**config.mk**
```make
export PLATFORM = sky130hd
export DESIGN_NAME = gld_front
export DESIGN_NICKNAME = d
export VERILOG_FILES = /design/src/gld_pkg.sv /design/src/gld_front.sv
export SDC_FILE = /design/constraint.sdc
export NUM_CORES = 1
export LEC_CHECK = 0
export ABC_AREA = 0
export BUFFER_PORTS_ARGS = -buffer_cell sky130_fd_sc_hd__buf_2
export CAP_MARGIN = 25
export CORE_MARGIN = 8
export CORE_UTILIZATION = 30
export CTS_BUF_LIST = sky130_fd_sc_hd__clkbuf_2 sky130_fd_sc_hd__clkbuf_4 sky130_fd_sc_hd__clkbuf_8
export DETAILED_ROUTE_END_ITERATION = 12
export GPL_ROUTABILITY_DRIVEN = 0
export HOLD_SLACK_MARGIN = 0.12
export SLEW_MARGIN = 25
export SYNTH_ARGS = -nofsm -noshare
export SYNTH_HDL_FRONTEND = slang
export SYNTH_SLANG_ARGS = --single-unit
```
**constraint.sdc**
```tcl
create_clock -name clk -period 1.8 [get_ports clk]
set_clock_uncertainty 0.05 [all_clocks]
set_input_delay 0.36 -clock clk [delete_from_list [all_inputs] [get_ports clk]]
set_output_delay 0.36 -clock clk [all_outputs]
set_load 0.02 [all_outputs]
```
**src/gld_pkg.sv**
```systemverilog
// ----------------------------------------------------------------------------
// gld_pkg
// Shared types and codes for the GIF LZW decoder.
// ----------------------------------------------------------------------------
package gld_pkg;

  localparam int MAX_CODE_BITS = 12;
  localparam int DICT_DEPTH    = 1 << MAX_CODE_BITS;
  localparam int ACC_BITS      = 20;
  localparam int FULL_LEVEL    = ACC_BITS - 8;

  // operation field
  localparam logic [1:0] OP_START = 2'd0;
  localparam logic [1:0] OP_FEED  = 2'd1;
  localparam logic [1:0] OP_PULL  = 2'd2;

  // item kinds after classification
  localparam logic [1:0] KIND_START = 2'd0;
  localparam logic [1:0] KIND_FEED  = 2'd1;
  localparam logic [1:0] KIND_PULL  = 2'd2;
  localparam logic [1:0] KIND_BAD   = 2'd3;

  // status field
  localparam logic [2:0] ST_PIXEL  = 3'd0;
  localparam logic [2:0] ST_NEED   = 3'd1;
  localparam logic [2:0] ST_ACCEPT = 3'd2;
  localparam logic [2:0] ST_REFUSE = 3'd3;
  localparam logic [2:0] ST_END    = 3'd4;
  localparam logic [2:0] ST_ERROR  = 3'd5;

  // decoder phase
  localparam logic [1:0] PH_FRESH  = 2'd0;
  localparam logic [1:0] PH_NORMAL = 2'd1;
  localparam logic [1:0] PH_END    = 2'd2;
  localparam logic [1:0] PH_ERROR  = 2'd3;

  typedef struct packed {
    logic [1:0] kind;
    logic [7:0] data;
  } item_t;

endpackage

```
**src/gld_front.sv**
```systemverilog
// ----------------------------------------------------------------------------
// gld_front
// Accepts words, classifies the operation and queues them for the back end.
// ----------------------------------------------------------------------------
module gld_front (
  input  logic                clk,
  input  logic                rst,
  input  logic                in_valid,
  output logic                in_ready,
  input  logic [1:0]          operation,
  input  logic [7:0]          data_byte,
  output logic                q_valid,
  output gld_pkg::item_t      q_item,
  input  logic                q_pop
);
  import gld_pkg::*;

  item_t      slots [2];
  logic       wr_ptr;
  logic       rd_ptr;
  logic [1:0] count;
  item_t      incoming;
  logic       push;

  always_comb begin
    incoming.data = data_byte;
    unique case (operation)
      OP_START: incoming.kind = KIND_START;
      OP_FEED:  incoming.kind = KIND_FEED;
      OP_PULL:  incoming.kind = KIND_PULL;
      default:  incoming.kind = KIND_BAD;
    endcase
  end

  assign in_ready = (count != 2'd2);
  assign push     = in_valid && in_ready;
  assign q_valid  = (count != 2'd0);
  assign q_item   = slots[rd_ptr];

  always_ff @(posedge clk) begin
    if (push) begin
      slots[wr_ptr] <= incoming;
    end
  end

  always_ff @(posedge clk) begin
    if (rst) begin
      wr_ptr <= 1'b0;
      rd_ptr <= 1'b0;
      count  <= 2'd0;
    end else begin
      if (push) begin
        wr_ptr <= ~wr_ptr;
      end
      if (q_pop) begin
        rd_ptr <= ~rd_ptr;
      end
      count <= count + {1'b0, push} - {1'b0, q_pop};
    end
  end

endmodule

```
-- Word level (Yosys, flattened, before mapping)
Memories as Yosys holds them, arrays and structs flattened. A register that Yosys moved wholly into a read port is not among the register bits.
Index checks and enable logic that the tools add are counted.
- register bits: 4
- output and inout port bits: 12
- logic and storage cells: 19
- memories kept: 1
- bits in writable memories: 20
- bits of input ports: 14
- equality and inequality tests: 3
- bitwise logic cells: 2
- reductions and logical operators: 3
- multiplexer cells: 5
- add/sub/neg operators: 2
- memories (memory ; depth ; width ; read ports ; clocked after Yosys merged registers in ; write ports ; line ; source):
    slots ; 2 ; 10 ; 1 ; 1 ; 1 ; gld_front.sv:18 ; item_t slots [2];
- operator list (cell ; count):
    $pmux 2 s3 ; 1
    $mux 1 ; 4
    $add 2x1->2 ; 1
    $eq 2x1->1 const B ; 1
    $eq 2x2->1 const B ; 1
    $logic_not 2->1 ; 1
    $ne 2x2->1 const B ; 1
    $not 1->1 ; 2
    $reduce_bool 2->1 ; 1
    $sub 2x1->2 ; 1
    $logic_and 1x1->1 ; 1

-- Depth between registers and ports, before layout
Gate-level depths: netlist of run 1.
- depth in word-level cells: 4
- depth in mapped cells: 7
- mapped depth without buffers: 7

-- Worst setup path before layout of run 1
OpenSTA, ideal clock, no wires.
- path type: flip-flop to flip-flop
- start point: reg count[0]
- end point: reg count[1]
- setup time: 0.065 ns
- slack: 0.031 ns
- data required time: 1.685 ns
- clock period less this slack: 1.769 ns
- path buffers: 0
- stages on the path, launching flop included: 7
- arrival: 1.654 ns
- cells stage by stage: dfxtp_1 > nand2b_1 > nand2_1 > xnor2_1 > ha_1 > or4b_1 > nand4b_1
- word-level cells in the longest chain between the ends: 4
- RTL lines (element ; line ; source):
    start, declared ; gld_front.sv:21 ; logic [1:0] count;
    start signal, assigned ; gld_front.sv:58 ; count <= count + {1'b0, push} - {1'b0, q_pop};
    $ne 2x2->1 ; gld_front.sv:35 ; assign in_ready = (count != 2'd2);
    named net in_ready ; gld_front.sv:9 ; output logic in_ready,
    $logic_and 1x1->1 ; gld_front.sv:36 ; assign push = in_valid && in_ready;
    $add 2x1->2 ; gld_front.sv:58 ;
    $sub 2x1->2 ; gld_front.sv:58 ;
The timed path passes the listed nets, and every way through them passes these cells.
A chain may end at the register's enable or synchronous reset.

==> results of run 1 <==
==> metal layers <==
metal	up-vias	global-route usage, %	wire (um)
met1	268	7.11	698
met2	16	10.1	793
met3	0	3.14	165
li1	282	-	-
met4	0	2.66	0
met5	-	0	0
==> how the worst max path moves through the flow <==
stage	start	endpoint	slack (ns)	cells after the start
finish	flop	q_item[4]	0.09	3
global route	count[1]	count[1]	-0.002	6
CTS	flop	q_item[4]	0.03	3
detailed placement	count[0]	count[1]	0.07	6
global placement	count[0]	count[1]	0.17	6
floorplan	count[0]	count[1]	0.03	6
==> logic make-up after synthesis <==
group | count (synthesis) | share of synthesized area, %
AOI/OAI and AO/OA | 4 | 3.18
and+or+nand+nor | 13 | 8.77
muxes | 10 | 11.4
buffers and inverters | 6 | 2.41
xor gates and xnor gates | 2 | 1.78
adders and majority gates | 1 | 1.27
DFF | 25 | 71.2
==> cell usage in the layout (no fill, tap or decap), types with 2 or more instances in the layout <==
master and count:
sky130_fd_sc_hd__clkbuf_4 3, sky130_fd_sc_hd__xnor2_1 2, sky130_fd_sc_hd__nand4b_1 2, sky130_fd_sc_hd__nor2_1 2
sky130_fd_sc_hd__dfxtp_1 4, sky130_fd_sc_hd__buf_2 25, sky130_fd_sc_hd__inv_1 3, sky130_fd_sc_hd__mux2_2 10
sky130_fd_sc_hd__edfxtp_1 20
==> report_power, final <==
| part | switching (uW) | total [uW] | internal, uW |
|---|---|---|---|
| Sequential | 21.7 | 708 | 686 |
| Combinational | 141 | 247 | 107 |
| Clock | 163 | 246 | 83.0 |
==> registers in the layout (all words and copies together), names as in the netlist, named ones only <==
name    flops
count       2
rd_ptr      1
slots      20
wr_ptr      1
==> layout make-up <==
cell class / count / area, um^2 / area share (%)
timing repair buffer: 26 / 136 / 11.4
multi-input combinational: 30 / 264 / 22.0
tap: 46 / 57.6 / 4.80
clock buffer: 3 / 22.5 / 1.88
clock inverter: 1 / 5.00 / 0.418
inverter: 3 / 11.3 / 0.939
sequential: 25 / 702 / 58.6
==> through the flow <==
step	instance area, um^2	setup WS, ns	power (uW)	TNS (ns)	hold WS [ns]
after global routing	1200	-0.00190	1270	-0.00190	0.148
after global placement	1160	0.174	959	0	0.444
after CTS	1190	0.0330	1210	0	0.161
after floorplan	985	0.0313	880	0	0.379
after detailed placement	1160	0.0677	967	0	0.456
final	1200	0.0906	1200	0	0.174
==> results.py, run 1 <==
metrics = {
    "die": {
        "placeableCoreArea_um2": 3230,
        "die_w_um": 73.3,
        "floorplan.die_area_um2": 5370,
        "floorplan.initialDensity_pct": 30.5,
        "die_h_um": 73.3,
        "core.rowCount": 21,
        "top_level_ports": 26,
    },
    "worst_hold_path": {
        "hold_start": "data_byte[7]",
        "min-delay-path-class": "input pin to flop",
        "worstHoldEndpoint": "slots[1][7]",
        "hold-path-cell-count": 1,
    },
    "routing": {
        "drt-initial-drc-count": 39,
        "wl_per_cell_um": 12.4,
        "vias": 566,
        "drt-vias-per-instance": 4.22,
        "wl_um": 1660,
        "detail_route.first_pass.iterations": 4,
        "post-route-drc-count": 0,
        "antenna_left": 0,
    },
    "synthesis": {
        "synthCells": 61,
        "post-synth-top-count-cell": "sky130_fd_sc_hd__edfxtp_1",
        "synth.cells.most_frequent": "20 x sky130_fd_sc_hd__edfxtp_1, 10 x sky130_fd_sc_hd__mux2_2, 5 x sky130_fd_sc_hd__dfxtp_1, 3 x sky130_fd_sc_hd__inv_1",
        "seq_area_frac_synth_pct": 71.2,
        "synthesis.area_per_instance_um2": 16.1,
        "netlist_top_cells_area": "sky130_fd_sc_hd__edfxtp_1 61%, sky130_fd_sc_hd__mux2_2 11%, sky130_fd_sc_hd__dfxtp_1 10%",
        "number_of_enable_flip_flop_cells_after_synthesis": 20,
        "synth_seq_cells": 25,
        "synth-main-ff-cell": "sky130_fd_sc_hd__edfxtp_1",
        "netlist.top_cell.by_area": "sky130_fd_sc_hd__edfxtp_1",
        "async_flop_share_pct": 0,
        "synth_nets": 76,
        "netlist-cell-type-count": 22,
        "synth_top_area_share_pct": 61.0,
        "ys.warnings.count": 0,
        "synthesized_area_um2": 985,
    },
    "outcome": {
        "outcome": "finished, final reports clean",
    },
    "sta": {
        "layout_worst_path_cycle_share_pct": 95.0,
        "finalCriticalPeriod_ns": 1.71,
        "setup_violations": 0,
        "finalHoldViolCount": 0,
        "slew-limit-headroom_pct": 72.9,
        "slew_viols_final": 0,
        "fmaxAchievable_ghz": 0.585,
        "tightestPinTransition_ns": 0.406,
    },
    "cts": {
        "cts.clk_slew.worst_paths_ns": 0.14,
        "cts_tree": "built",
        "clockBufferDepth": 2,
        "total_cts_buffers": 3,
        "numClockSinks": 25,
        "post-cts-setup-buffer-count": 0,
        "cts-htree-levels": 1,
        "cts_root_buffer": "sky130_fd_sc_hd__clkbuf_4",
        "clk_latency_ns": 0.31,
        "postCtsResizedCells": 0,
        "cts_hold_repair.buffers": 0,
    },
    "global_route": {
        "gr-total-overflow": 0,
        "grt_antenna_before_repair": 0,
        "wire_length_of_the_first_global_routing_pass_um": 2570,
        "grt_pass1_vias": 573,
        "grt_max_degree": 15,
        "overall_fraction_of_global_route_tracks_in_use_pct": 6.39,
    },
    "setup_path": {
        "timing.critical_path.slowest_stage_cell": "sky130_fd_sc_hd__dfxtp_1",
        "r2r_cells": 6,
        "crit_chain": "buf_6 > mux2_2 > buf_2",
        "critPathMaxStageDelay_ns": 0.35,
        "r2r-end": "count[1]",
        "timing.critical_path.max_delay_family": "flip-flops",
        "r2r_setup_slack_ns": 0.11,
        "worst_endpoint_required_time_ns": 1.39,
        "worstPathBufferInverterCount": 2,
        "crit_path_max_fanout": 10,
        "crit_path_arrival_time_ns": 1.30,
        "worstSetupStartpointType": "flop",
        "critical_r2r_launch": "count[1]",
        "path_class": "flop to output port",
        "critical_path_sink_type": "output port",
    },
    "cells_and_area": {
        "final_core_util_pct": 37.1,
        "drive_above_1_share_pct": 50.0,
        "layoutNonFillerInstCount": 134,
        "design.final.nets": 104,
        "n_fill_cell": 308,
        "antenna_cells": 0,
        "area_growth_pct": 21.7,
    },
    "flow_run": {
        "maxCapViolations": 0,
    },
    "power_and_ir_drop": {
        "power_leakage_uw": 0.000457,
        "cellPowerDensity_nw_per_um2": 1000,
        "vdd.ir_drop.worst_uv": 299,
    },
    "placed_design": {
        "detailedPlacementHpwl_um": 1210,
        "io_buffer_count": 25,
        "dp_cells": 130,
    },
}
(Power assumes the default switching activity.)
==> run 2: changes to the inputs <==
Settings changed: SETUP_SLACK_MARGIN set to 0.5.
==> results.py, run 2 (same netlist as run 1, synthesis figures left out) <==
metrics = {
    "outcome": {
        "outcome": "finished, final reports clean",
    },
    "global_route": {
        "wire_length_of_the_first_global_routing_pass_um": 2680,
        "grt_max_degree": 16,
        "gr-total-overflow": 0,
        "grt_antenna_before_repair": 0,
        "grt_pass1_vias": 577,
        "overall_fraction_of_global_route_tracks_in_use_pct": 6.81,
    },
    "routing": {
        "detail_route.first_pass.iterations": 4,
        "top_layer_used": "met4",
        "wl_met3_um": 147,
        "post-route-drc-count": 0,
        "drt-initial-drc-count": 13,
        "antenna_left": 0,
        "wl_per_cell_um": 13.7,
        "drt-vias-per-instance": 4.29,
        "vias": 600,
        "total_met2_wirelength_after_detailed_routing_um": 923,
        "wl_um": 1920,
        "wirelength_met1_um": 831,
    },
    "placed_design": {
        "io_buffer_count": 25,
        "detailedPlacementHpwl_um": 1170,
    },
    "sta": {
        "layout_worst_path_cycle_share_pct": 93.1,
        "final.setup.tns_ns": 0,
        "finalHoldViolCount": 0,
        "rsz_0062_raised_after_global_routing": "yes",
        "setup_violations": 0,
        "hold_ws_ns": 0.169,
        "tightestPinTransition_ns": 0.286,
        "slew-limit-headroom_pct": 80.9,
        "finalCriticalPeriod_ns": 1.68,
        "slew_viols_final": 0,
        "fmaxAchievable_ghz": 0.597,
    },
    "die": {
        "top_level_ports": 26,
        "die_h_um": 73.3,
        "floorplan.initialDensity_pct": 30.5,
        "placeableCoreArea_um2": 3230,
        "floorplan.die_area_um2": 5370,
        "core.rowCount": 21,
        "die_w_um": 73.3,
    },
    "cells_and_area": {
        "final_cell_mix": "20 x sky130_fd_sc_hd__edfxtp_1, 16 x sky130_fd_sc_hd__buf_6, 13 x sky130_fd_sc_hd__buf_2",
        "n_fill_cell": 310,
        "area_growth_pct": 43.8,
        "antenna_cells": 0,
        "sequential_cell_area_um2": 707,
        "design.final.nets": 110,
        "drive_above_1_share_pct": 61.7,
        "largest_registers": "slots: 20 flops, count: 2 flops",
        "registers.top_by_ff_count": "slots",
        "multiInputGateArea_um2": 339,
        "number_of_flip_flops_in_the_largest_register": 20,
        "layout_commonest_cell": "sky130_fd_sc_hd__edfxtp_1",
    },
    "power_and_ir_drop": {
        "power_frac_seq_pct": 52.2,
        "internal_power_uw": 993,
        "power_frac_comb_pct": 29.2,
        "power_leakage_uw": 0.000550,
        "switchingPower_uw": 369,
        "net_switching_share_of_the_total_power_pct": 27.1,
        "clkPwrFrac_pct": 18.6,
        "total_power_of_the_final_layout_uw": 1360,
        "vdd.ir_drop.worst_uv": 368,
        "cellPowerDensity_nw_per_um2": 962,
    },
    "cts": {
        "clk_latency_ns": 0.32,
        "clockBufferDepth": 2,
        "cts-htree-levels": 1,
        "cts_tree": "built",
        "cts_root_buffer": "sky130_fd_sc_hd__clkbuf_4",
        "total_cts_buffers": 3,
        "cts_hold_repair.buffers": 0,
        "cts.clk_slew.worst_paths_ns": 0.14,
        "numClockSinks": 25,
    },
    "worst_hold_path": {
        "min-delay-path-class": "input pin to flop",
    },
    "setup_path": {
        "crit_path_max_fanout": 5,
        "timing.critical_path.slowest_stage_cell": "sky130_fd_sc_hd__dfxtp_2",
        "worst_endpoint_required_time_ns": 1.39,
        "crit_path_arrival_time_ns": 1.27,
        "path_class": "flop to output port",
        "crit_chain": "buf_6 > mux2_4 > buf_6",
        "critical_path_sink_type": "output port",
        "critPathMaxStageDelay_ns": 0.37,
        "worstSetupStartpointType": "flop",
        "crit_top_cell": "sky130_fd_sc_hd__buf_6",
    },
    "flow_run": {
        "maxCapViolations": 0,
    },
}
run 2: cell count changes in the layout (fill, tap and decap cells not counted), sizes merged:
cell / previous run / this run
clkinvlp: 0 / 3
buf: 26 / 31
inv: 3 / 2
clkinv: 1 / 0
run 2: worst paths after layout:
path	startpoint	endpoint	slack (ns)	cells past startpoint
setup / recovery	flop	q_item[9]	0.12	3
hold / removal	data_byte[2]	slots[0][2]	0.17	1
setup reg to reg	count[0]	count[1]	0.19	6
hold reg to reg	rd_ptr	flop	0.48	2
run 2: layer usage:
layer / GRT usage (%) / vias up
met2: 11.4 / 20
met5: 0 / -
met3: 3.55 / 2
li1: - / 291
met4: 2.66 / 0
met1: 6.99 / 287
run 2: worst max-delay path: cells and delay by family (launching register included):
kind	cells	cell delay, ns
buffers and inverters	2	0.27
muxes	1	0.31
DFF	1	0.37
run 2: through the flow:
step | utilization (%) | instances | worst slack, ns | cell area [um^2]
floorplan | - | 61 | 0.258 | 998
global placement | 36.4 | 130 | 0.239 | 1180
detailed placement | 36.4 | 130 | 0.149 | 1180
CTS | 42.7 | 139 | 0.0832 | 1380
global route | 43.8 | 140 | 0.0669 | 1420
finish | 43.8 | 140 | 0.124 | 1420
run 2: power groups by stage:
stage	clock, uW	combinational [uW]	sequential, uW
after floorplan	0	176	716
after global placement	0	254	720
after detailed placement	0	256	723
after CTS	270	380	712
after global routing	283	422	717
final	253	397	712
run 2: cell type report:
class | count | share of cell area [%]
Clock buffer | 3 | 1.59
Sequential cell | 25 | 49.9
Multi-Input combinational cell | 30 | 23.9
Timing Repair inverter | 1 | 0.530
Clock inverter | 1 | 0.530
Inverter | 3 | 1.06
Timing Repair Buffer | 31 | 18.4
Tap cell | 46 | 4.06
run 2: what timing repair did:
action,CTS,global route
gates cloned,2,0
pin swaps,1,2
gates resized for setup,45,6
endpoints found under the setup margin,24,34
buffers inserted,3,1
